<file path="src/hdl/asidl_pkg.sv">
package asidl_pkg;

   localparam int ELEMENT_W = 32;
   localparam int COUNT_W   = 7;

   typedef enum logic [1:0] {
      ACT_ADD    = 2'd0,
      ACT_REMOVE = 2'd1,
      ACT_SEARCH = 2'd2
   } action_type;

   typedef enum logic [1:0] {
      ST_TRUE  = 2'd0,
      ST_FALSE = 2'd1,
      ST_FULL  = 2'd2
   } status_type;

   typedef enum logic [1:0] {
      S_IDLE,
      S_SEARCH,
      S_SHIFT,
      S_RESP
   } state_type;

   // Finished result handed from the sequencer to the output register
   typedef struct packed {
      logic       done;
      status_type status;
   } result_type;

endpackage

</file>
<file path="src/hdl/array_set_insert_delete_lookup.sv">
// Each request scans the held entries in order from the front; the unused action
// code skips the scan. A remove that hits then shifts each later entry down one
// place, one entry a cycle. The block takes one request at a time: the next beat
// is taken only after the result has loaded into the output register.
// Reset clears the count and control state; the store itself is not cleared.
module array_set_insert_delete_lookup #(
   parameter int CAPACITY = 64,
   parameter int ELEM_WIDTH = 32
) (
   input  logic                               clock,
   input  logic                               reset,
   input  logic                               req_valid,
   output logic                               req_ready,
   input  logic [1:0]                         req_action,
   input  logic signed [asidl_pkg::ELEMENT_W-1:0] req_element,
   output logic                               rsp_valid,
   input  logic                               rsp_ready,
   output logic [1:0]                         rsp_status,
   output logic [asidl_pkg::COUNT_W-1:0]      rsp_count,
   output logic                               rsp_is_empty
);

   import asidl_pkg::*;

   // Only the low bits of the element take part, capped by the port width
   localparam int SW = (ELEM_WIDTH < ELEMENT_W) ? ELEM_WIDTH : ELEMENT_W;
   localparam int CW = $clog2(CAPACITY + 1);
   localparam int AW = (CAPACITY > 1) ? $clog2(CAPACITY) : 1;
   localparam int OW = (CW > COUNT_W) ? CW : COUNT_W;

   result_type       res;
   logic [CW-1:0]    count;
   logic [OW-1:0]    count_ext;
   logic             slot_free;
   logic             mem_we;
   logic [AW-1:0]    mem_waddr;
   logic [SW-1:0]    mem_wdata;
   logic [AW-1:0]    mem_raddr;
   logic [SW-1:0]    mem_rdata;

   logic               rsp_valid_ff, rsp_valid_in;
   logic [1:0]         rsp_status_ff, rsp_status_in;
   logic [COUNT_W-1:0] rsp_count_ff, rsp_count_in;
   logic               rsp_is_empty_ff, rsp_is_empty_in;

   // The element store: one write and one registered read per cycle
   asidl_mem #(
      .DEPTH (CAPACITY),
      .WIDTH (SW)
   ) u_mem (
      .clock (clock),
      .we    (mem_we),
      .waddr (mem_waddr),
      .wdata (mem_wdata),
      .raddr (mem_raddr),
      .rdata (mem_rdata)
   );

   // Sequencer: pipelined linear search, append, and shift-down on remove
   asidl_ctrl #(
      .CAPACITY (CAPACITY),
      .SW       (SW)
   ) u_ctrl (
      .clock      (clock),
      .reset      (reset),
      .req_valid  (req_valid),
      .req_action (req_action),
      .req_value  (req_element[SW-1:0]),
      .req_ready  (req_ready),
      .slot_free  (slot_free),
      .res        (res),
      .count      (count),
      .mem_we     (mem_we),
      .mem_waddr  (mem_waddr),
      .mem_wdata  (mem_wdata),
      .mem_raddr  (mem_raddr),
      .mem_rdata  (mem_rdata)
   );

   // Output register: the result beat waits here while the sequencer goes idle
   // and takes the next request. The slot frees as soon as the beat is taken.
   assign slot_free = !rsp_valid_ff || rsp_ready;
   assign count_ext = OW'(count);

   always_comb begin
      rsp_valid_in    = rsp_valid_ff;
      rsp_status_in   = rsp_status_ff;
      rsp_count_in    = rsp_count_ff;
      rsp_is_empty_in = rsp_is_empty_ff;
      if (rsp_ready) begin
         rsp_valid_in = 1'b0;
      end
      if (res.done) begin
         // load the finished result; count is masked to its field width
         rsp_valid_in    = 1'b1;
         rsp_status_in   = res.status;
         rsp_count_in    = count_ext[COUNT_W-1:0];
         rsp_is_empty_in = (count == '0);
      end
   end

   always_ff @(posedge clock) begin
      if (reset) begin
         rsp_valid_ff <= 1'b0;
      end else begin
         rsp_valid_ff <= rsp_valid_in;
      end
      rsp_status_ff   <= rsp_status_in;
      rsp_count_ff    <= rsp_count_in;
      rsp_is_empty_ff <= rsp_is_empty_in;
   end

   assign rsp_valid    = rsp_valid_ff;
   assign rsp_status   = rsp_status_ff;
   assign rsp_count    = rsp_count_ff;
   assign rsp_is_empty = rsp_is_empty_ff;

endmodule

</file>
<file path="src/hdl/asidl_mem.sv">
module asidl_mem #(
   parameter int DEPTH = 64,
   parameter int WIDTH = 32,
   localparam int AW = (DEPTH > 1) ? $clog2(DEPTH) : 1
) (
   input  logic             clock,
   input  logic             we,
   input  logic [AW-1:0]    waddr,
   input  logic [WIDTH-1:0] wdata,
   input  logic [AW-1:0]    raddr,
   output logic [WIDTH-1:0] rdata
);

   logic [WIDTH-1:0] mem [DEPTH];
   logic [WIDTH-1:0] rdata_ff;

   always_ff @(posedge clock) begin
      if (we) begin
         mem[waddr] <= wdata;
      end
      rdata_ff <= mem[raddr];
   end

   assign rdata = rdata_ff;

endmodule

</file>
<file path="src/hdl/asidl_ctrl.sv">
module asidl_ctrl #(
   parameter int CAPACITY = 64,
   parameter int SW = 32,
   localparam int CW = $clog2(CAPACITY + 1),
   localparam int AW = (CAPACITY > 1) ? $clog2(CAPACITY) : 1
) (
   input  logic                   clock,
   input  logic                   reset,
   input  logic                   req_valid,
   input  logic [1:0]             req_action,
   input  logic [SW-1:0]          req_value,
   output logic                   req_ready,
   input  logic                   slot_free,
   output asidl_pkg::result_type  res,
   output logic [CW-1:0]          count,
   output logic                   mem_we,
   output logic [AW-1:0]          mem_waddr,
   output logic [SW-1:0]          mem_wdata,
   output logic [AW-1:0]          mem_raddr,
   input  logic [SW-1:0]          mem_rdata
);

   import asidl_pkg::*;

   state_type   state_ff, state_in;
   action_type  action_ff, action_in;
   status_type  status_ff, status_in;
   logic [SW-1:0] value_ff, value_in;
   logic [CW-1:0] count_ff, count_in;
   logic [CW-1:0] idx_ff, idx_in;    // next address to read
   logic [CW-1:0] pidx_ff, pidx_in;  // address of the read in flight
   logic          pend_ff, pend_in;
   logic          hit;
   logic          last;

   always_ff @(posedge clock) begin
      if (reset) begin
         state_ff <= S_IDLE;
         count_ff <= '0;
         pend_ff  <= 1'b0;
      end else begin
         state_ff <= state_in;
         count_ff <= count_in;
         pend_ff  <= pend_in;
      end
      action_ff <= action_in;
      status_ff <= status_in;
      value_ff  <= value_in;
      idx_ff    <= idx_in;
      pidx_ff   <= pidx_in;
   end

   assign hit  = pend_ff && (mem_rdata == value_ff);
   assign last = (idx_ff == count_ff);

   always_comb begin
      state_in   = state_ff;
      action_in  = action_ff;
      status_in  = status_ff;
      value_in   = value_ff;
      count_in   = count_ff;
      idx_in     = idx_ff;
      pidx_in    = pidx_ff;
      pend_in    = pend_ff;
      req_ready  = 1'b0;
      res.done   = 1'b0;
      res.status = status_ff;
      mem_we     = 1'b0;
      mem_waddr  = count_ff[AW-1:0];
      mem_wdata  = value_ff;
      mem_raddr  = idx_ff[AW-1:0];

      case (state_ff)
         S_IDLE: begin
            req_ready = 1'b1;
            if (req_valid) begin
               action_in = action_type'(req_action);
               value_in  = req_value;
               idx_in    = '0;
               pend_in   = 1'b0;
               state_in  = S_SEARCH;
            end
         end

         S_SEARCH: begin
            if (action_ff != ACT_ADD && action_ff != ACT_REMOVE &&
                action_ff != ACT_SEARCH) begin
               // unused code: report false, touch nothing
               status_in = ST_FALSE;
               state_in  = S_RESP;
            end else if (hit) begin
               case (action_ff)
                  ACT_REMOVE: begin
                     idx_in   = pidx_ff + 1'b1;
                     pend_in  = 1'b0;
                     state_in = S_SHIFT;
                  end
                  ACT_ADD: begin
                     status_in = ST_FALSE;
                     state_in  = S_RESP;
                  end
                  default: begin
                     status_in = ST_TRUE;
                     state_in  = S_RESP;
                  end
               endcase
            end else if (last && !pend_ff) begin
               state_in = S_RESP;
               if (action_ff == ACT_ADD) begin
                  if (count_ff == CW'(CAPACITY)) begin
                     status_in = ST_FULL;
                  end else begin
                     // append at the end of the held entries
                     mem_we    = 1'b1;
                     count_in  = count_ff + 1'b1;
                     status_in = ST_TRUE;
                  end
               end else begin
                  status_in = ST_FALSE;
               end
            end else begin
               pend_in = !last;
               pidx_in = idx_ff;
               if (!last) begin
                  idx_in = idx_ff + 1'b1;
               end
            end
         end

         S_SHIFT: begin
            // move each later entry down one place, one read and one write a cycle
            if (pend_ff) begin
               mem_we    = 1'b1;
               mem_waddr = AW'(pidx_ff - 1'b1);
               mem_wdata = mem_rdata;
            end
            if (!last) begin
               pend_in = 1'b1;
               pidx_in = idx_ff;
               idx_in  = idx_ff + 1'b1;
            end else begin
               pend_in = 1'b0;
               if (!pend_ff) begin
                  count_in  = count_ff - 1'b1;
                  status_in = ST_TRUE;
                  state_in  = S_RESP;
               end
            end
         end

         S_RESP: begin
            res.done = slot_free;
            if (slot_free) begin
               state_in = S_IDLE;
            end
         end

         default: begin
            state_in = S_IDLE;
         end
      endcase
   end

   assign count = count_ff;

endmodule

</file>
<file path="config.mk">
export PLATFORM = sky130hd
export DESIGN_NAME = array_set_insert_delete_lookup
export DESIGN_NICKNAME = d
export VERILOG_FILES = /design/src/hdl/asidl_pkg.sv /design/src/hdl/array_set_insert_delete_lookup.sv /design/src/hdl/asidl_mem.sv /design/src/hdl/asidl_ctrl.sv
export SDC_FILE = /design/constraint.sdc
export NUM_CORES = 2
export LEC_CHECK = 0
export BUFFER_PORTS_ARGS = -buffer_cell sky130_fd_sc_hd__buf_2
export CAP_MARGIN = 0
export CORE_MARGIN = 1
export CORE_UTILIZATION = 36
export CTS_BUF_LIST = sky130_fd_sc_hd__clkbuf_4 sky130_fd_sc_hd__clkbuf_8
export CTS_CLUSTER_SIZE = 8
export DETAILED_ROUTE_END_ITERATION = 8
export PLACE_DENSITY = 0.58
export SYNTH_ARGS = -nofsm -noshare
export SYNTH_HDL_FRONTEND = slang
export SYNTH_HIERARCHICAL = 1
export SYNTH_SLANG_ARGS = --single-unit
</file>
<file path="constraint.sdc">
create_clock -name clock -period 7.9 [get_ports clock]
set_input_delay 1.975 -clock clock [delete_from_list [all_inputs] [get_ports clock]]
set_output_delay 1.975 -clock clock [all_outputs]
set_load 0.01 [all_outputs]
</file>
; ---- After elaboration in Yosys (flattened, before gate mapping)
; Memory sizes are Yosys's and may differ from the RTL's. A register that Yosys moved wholly into a read port is not among the register bits.
; Index checks and enable logic that the tools add are counted.
[classes]
reduce_logical = 21
eq_ne = 24
addsub = 5
n_mux = 62
[op_table]
columns = cell, n
row1 = two-way mux 7 bit, 17
row2 = two-way mux 32 bit, 2
row3 = equality test 32 bit, 1
row4 = two-way mux 2 bit, 14
row5 = one-hot mux 7 bit (2 select lines), 2
row6 = adder 7 x 1 -> 7 bit (second input constant), 3
row7 = one-hot mux 7 bit (3 select lines), 1
row8 = AND reduction 5 bit, 4
row9 = two-way mux 1 bit, 19
row10 = inequality test 2 bit (second input constant), 8
row11 = two-way mux 6 bit, 2
row12 = inequality test 2 x 1 -> 1 bit (second input constant), 5
row13 = one-hot mux 2 bit (2 select lines), 2
row14 = one-hot mux 2 bit (4 select lines), 1
row15 = AND reduction 8 bit, 1
row16 = equality test 7 bit, 1
row17 = equality test 7 bit (second input constant), 1
row18 = logical NOT 7 bit, 1
row19 = subtractor 7 x 1 -> 7 bit (second input constant), 1
row20 = nonzero test 2 bit, 3
row21 = subtractor 6 x 1 -> 6 bit (second input constant), 1
row22 = equality test 2 x 1 -> 1 bit (second input constant), 2
row23 = equality test 2 bit (second input constant), 2
row24 = logical AND 1 bit, 4
row25 = other kinds (11), 14
[totals]
reg_bits = 71
output_inout_bits = 12
mem_bits_rw = 2048
memories = 1
inputBits = 38
word_cells = 125
[memory_table]
columns = name, words, width, read_ports, rd_clocked_by_memory_dff, write_ports, line_no
row1 = u_mem.mem, 64, 32, 1, 1, 1, asidl_mem.sv:14  ; logic [WIDTH-1:0] mem [DEPTH];

; ---- Depth between registers and ports, before layout
[depth]
word_depth = 9
ltp_mapped = 12
mapped_depth_nobuf = 10

; ---- By module
; Netlist, hierarchy kept.
[by_module_without_submodules]
columns = module, cells_each, seq_area_each_um2, area_each_um2, n_inst
row1 = asidl_mem, 3324, 62139.6, 78512.8, 1
row2 = asidl_ctrl, 352, 1701.6, 3918.8, 1
row3 = array_set_insert_delete_lookup, 16, 320.3, 355.3, 1

; ---- Worst setup path after synthesis
; No wires, ideal clock.
[synth_path]
path_type = register -> register
startpoint = reg u_ctrl.idx_ff[2]
endpoint = mem u_mem.mem[49][0], enable pin
path_stages_with_launch = 10
period_less_slack_ns = 5.014
arrival_time_ns = 4.553
t_required_ns = 7.439
path_slack_ns = 2.886
cell_sequence = edfxtp_1 xnor2_1 nand4_2 or2_1 buf_6 or3_2 a21oi_1 nor2b_1 nand4_1 nor3_1
[synth_between]
elab_chain_len = 8
[synth_rtl]
columns = item, line_no
row1 = "start, declared", asidl_ctrl.sv:30  ; logic [CW-1:0] idx_ff, idx_in;
row2 = "start signal, assigned", asidl_ctrl.sv:49  ; idx_ff <= idx_in;
row3 = equality test 7 bit, asidl_ctrl.sv:54  ; assign last = (idx_ff == count_ff);
row4 = logical AND 1 bit, asidl_ctrl.sv:107  ; end else if (last && !pend_ff) begin
row5 = two-way mux 1 bit, asidl_ctrl.sv:107
row6 = two-way mux 1 bit, asidl_ctrl.sv:91  ; end else if (hit) begin
row7 = two-way mux 1 bit, asidl_ctrl.sv:86  ; if (action_ff != ACT_ADD && action_ff != ACT_REMOVE &&
row8 = one-hot mux 1 bit (2 select lines), asidl_ctrl.sv:73  ; case (state_ff)
row9 = via mem_we, array_set_insert_delete_lookup.sv:35  ; logic mem_we;
row10 = two-way mux 1 bit, asidl_mem.sv:18  ; if (we) begin
row11 = two-way mux 1 bit (implied by the code), asidl_mem.sv:19  ; mem[waddr] <= wdata;
row12 = "end, declared", asidl_mem.sv:14
; The timed path passes the listed nets, and every way through them passes these cells.

; ---- Worst setup path after layout
[layout_path]
startpoint = reg u_ctrl.state_ff[0]
endpoint = mem u_mem.mem[46][12], enable pin
[layout_between]
elab_chain_len = 4
[layout_rtl]
columns = item, line_no
row1 = "start, declared", asidl_ctrl.sv:25  ; state_type state_ff, state_in;
row2 = "start signal, assigned", asidl_ctrl.sv:42  ; state_ff <= state_in;
row3 = equality test 2 bit / equality test 2 x 1 -> 1 bit (equally long branches), asidl_ctrl.sv:73
row4 = one-hot mux 1 bit (2 select lines) (*), asidl_ctrl.sv:73
row5 = via mem_we, array_set_insert_delete_lookup.sv:35
row6 = two-way mux 1 bit (*), asidl_mem.sv:18
row7 = two-way mux 1 bit (implied by the code) (*), asidl_mem.sv:19
; The timed path passes the listed nets; every way through them passes the cells marked *.

==> impl_metrics.ini <==
[clock_tree]
cts_root_buf = sky130_fd_sc_hd__clkbuf_8
tritoncts.num_buffers = 363
cts-hold-fix-buffers = 0
max-clock-path-buffers = 4
tritoncts_sink_count = 2151
cts_post_setup_buffers_inserted = 0
clock_insertion_delay_worst_skew_ns = 1.04
cts_htree_levels = 5
cts_repair_resized_insts = 0
clkTransAtPathRegs_ns = 0.07
cts_tree = yes

[worst_setup_path]
crit_type = reg2reg
startpoint_class_of_the_critical_path = flop
cp_cell_sequence = inv_1 -> ha_1 -> nand2_2 -> buf_4 -> a21oi_1 -> nor2b_1 -> nand3_1 -> nor2_4 -> buf_4
cp-end-kind = flop
timing.critical_path.slowest_cell_delay_ns = 1.25
arrival_ns = 6.33
critical_path.n_buffers_inverters = 3
slowest_cell_on_crit_path = sky130_fd_sc_hd__nor2_4
kind_of_cell_adding_the_most_delay_to_the_critical_path = simple AND/OR/NAND/NOR gates
cp.required_ns = 8.60
critical_path_peak_fanout = 26
critPathMostFrequentCell = sky130_fd_sc_hd__buf_4

[finish]
final_cell_count_no_fill = 7298
multiInputGateArea_mm2 = 0.0181
areaGrowthSynthToFinish_pct = 13.8
layout-drive-gt1-share = 0.326
post_route_cell_area_mm2 = 0.0942
mostFrequentLayoutCell = sky130_fd_sc_hd__edfxtp_1
regArea_mm2 = 0.0642
fillCellCount = 19772
mostFrequentLayoutCells = sky130_fd_sc_hd__edfxtp_1 (2108), sky130_fd_sc_hd__mux4_2 (544), sky130_fd_sc_hd__clkbuf_8 (379)
final_core_utilization = 0.413
finish.net_count = 4091

[synth]
ys_dominant_reg_cell = sky130_fd_sc_hd__edfxtp_1
ys_async_sr_fraction = 0
synth_seq_cells = 2151
synthesis.yosys.warnings = 6
synth_cell_type_count = 65
netlist_instances = 3692
postSynthAreaPerCell_um2 = 22.4
synth_edf_count = 2108
synth.top_cell.area_share = 0.765
synth_area_mm2 = 0.0828
seq_area_frac_synth = 0.775
synth.net_count = 3743
synthTopCellsByArea = sky130_fd_sc_hd__edfxtp_1 (76%), sky130_fd_sc_hd__mux4_2 (15%), sky130_fd_sc_hd__mux2i_1 (1.2%)
yosysTopAreaCell = sky130_fd_sc_hd__edfxtp_1

[global_routing]
met3_usage = 0.0399
grt-ovfl-total = 0
grt_max_degree = 106
grtUsageTotal = 0.191
use_met1 = 0.267
grt_pass1_wl_um = 313000
number_of_antenna_violations_at_the_first_check_in_global_routing = 24
met2_usage = 0.303
grt_pass1_vias = 41236
grt.busiest_layer = met2

[detailed_routing]
drt_iter0_markers = 4800
detailed_routing_iteration_count_for_the_pre_antenna_repair_pass = 5
routedWlPerCell_um = 30.4
detailroute.via_count = 40416
drc_errors = 0
final_antenna_violating_net_count = 0
drt_via_density = 5.54
drt-total-wl_um = 222000

[placed_design]
buffer_ports.inserted = 49
total_cell_area_at_the_placement_stage_mm2 = 0.0875
detailed_place_hpwl_um = 130000
gp_congestion = 0.837
place_inst = 6684

[power]
leakagePower_nw = 29.0
netSwitchingPower_mw = 10.4
ir_worst_vdd_v = 0.000230
clock_power_share = 0.289
power.share.switching = 0.321
p_per_area_mw_per_mm2 = 346
power_frac_comb = 0.287
internal-power_mw = 22.1
power_frac_seq = 0.423

[outcome]
run_status = complete, no violations

[timing]
worst_slew_margin_relative_to_its_limit = 0.0989
fin_hold_ws_ns = 0.538
final.setup_skew_ns = 0.0715
timing.final.hold_violations = 0
timing.final.max_slew_violations = 0
grt_setup_unrepaired = no
post-route-period-util = 0.713
worst_pin_slew_ns = 1.35
post-route-min-period_ns = 5.63
setup-violations-final = 0
highest_attainable_clock_frequency_mhz = 178
setup-tns-final_ns = 0

[floorplan]
io_pins = 50
floorplan.die_area_mm2 = 0.232
placeableCoreArea_mm2 = 0.228
initial_core_util = 0.363
fp.dieH_um = 482
rows = 175
fp.dieW_um = 482

[flow_run]
timing.max_cap.violations = 0

[min_path]
hp-class = reg2reg
## final cells by class
| cell class | instances | area share |
|---|---|---|
| Tap cell | 3009 | 0.0400 |
| Clock inverter | 96 | 0.00521 |
| Antenna cell | 4 | 0.000106 |
| Timing Repair Buffer | 184 | 0.0142 |
| Sequential cell | 2151 | 0.681 |
| Inverter | 20 | 0.000797 |
| Clock buffer | 514 | 0.0661 |
| Multi-Input combinational cell | 1320 | 0.193 |
## synthesized netlist by cell type (12+ instances only)
cell,instances
sky130_fd_sc_hd__a21oi_1,69
sky130_fd_sc_hd__a22oi_1,12
sky130_fd_sc_hd__buf_1,14
sky130_fd_sc_hd__buf_2,58
sky130_fd_sc_hd__buf_4,30
sky130_fd_sc_hd__clkbuf_1,89
sky130_fd_sc_hd__dfxtp_1,43
sky130_fd_sc_hd__edfxtp_1,2108
sky130_fd_sc_hd__ha_1,12
sky130_fd_sc_hd__inv_1,20
sky130_fd_sc_hd__mux2_2,34
sky130_fd_sc_hd__mux2i_1,102
sky130_fd_sc_hd__mux4_2,544
sky130_fd_sc_hd__nand2_1,48
sky130_fd_sc_hd__nand2b_1,17
sky130_fd_sc_hd__nand3_1,15
sky130_fd_sc_hd__nor2_1,150
sky130_fd_sc_hd__nor2b_1,19
sky130_fd_sc_hd__o21ai_0,13
sky130_fd_sc_hd__o221ai_1,28
sky130_fd_sc_hd__o22ai_1,87
sky130_fd_sc_hd__xnor2_1,46
## worst register-to-register path, cell delays in order, from the launching register on
cell,delay (ns)
sky130_fd_sc_hd__dfxtp_1,0.38
sky130_fd_sc_hd__inv_1,0.12
sky130_fd_sc_hd__ha_1,0.62
sky130_fd_sc_hd__nand2_2,0.49
sky130_fd_sc_hd__buf_4,0.43
sky130_fd_sc_hd__a21oi_1,0.43
sky130_fd_sc_hd__nor2b_1,0.32
sky130_fd_sc_hd__nand3_1,0.90
sky130_fd_sc_hd__nor2_4,1.26
sky130_fd_sc_hd__buf_4,0.34
## path summary, 6_finish.rpt
| path | startpoint | end | slack [ns] | depth (start not counted) |
|---|---|---|---|---|
| worst max-delay path | u_ctrl/state_ff[0] | u_mem/mem[46][12] | 2.27 | 9 |
| worst min-delay path | u_ctrl/idx_ff[6] | u_ctrl/pidx_ff[6] | 0.54 | 0 |
| worst max register to register | u_ctrl/state_ff[0] | u_mem/mem[46][12] | 2.27 | 9 |
| worst min register to register | u_ctrl/idx_ff[6] | u_ctrl/pidx_ff[6] | 0.54 | 0 |
## sequential cells by signal, indices dropped and copies added (netlist names), 2 cells and up
register and cells:
u_ctrl/pidx_ff 7, u_ctrl/status_ff 2, u_mem/mem 2048, u_ctrl/action_ff 2, rsp_status 2, u_ctrl/idx_ff 7, rsp_count 7, u_ctrl/count 7
u_ctrl/state_ff 2, u_ctrl/value_ff 32, u_mem/rdata 32
## per-layer routing
layer,share of wire,vias up
met4,0.025,0
met2,0.48,1796
met1,0.42,21918
met3,0.084,376
li1,-,16326
met5,0,-
## power groups by stage
stage	registers [mW]	logic, mW	clock network (mW)
finish	13.8	9.35	9.42
global route	13.8	9.76	10.1
CTS	13.8	9.40	9.62
detailed placement	14.0	9.38	0
global placement	14.0	9.31	0
floorplan	13.9	5.85	0
## cells by family (layout without fill, tap and decap cells)
| logic type | Yosys count | in the layout | synth area share |
|---|---|---|---|
| flops | 2151 | 2151 | 0.775 |
| mux | 683 | 683 | 0.165 |
| simple gates | 314 | 314 | 0.0181 |
| compound gates | 253 | 253 | 0.0202 |
| buf+inv | 221 | 814 | 0.0131 |
| xor+xnor | 57 | 57 | 0.00612 |
| fa+ha+maj | 13 | 13 | 0.00206 |
| other cells | 0 | 4 | 0 |
## metrics by stage
stage | setup WS (ns) | power, mW
finish | 2.27 | 32.6
global route | 2.07 | 33.6
CTS | 2.39 | 32.8
detailed placement | 2.47 | 23.4
global placement | 2.51 | 23.3
floorplan | 2.89 | 19.7
Note: power is estimated with default switching activity, not from simulation.
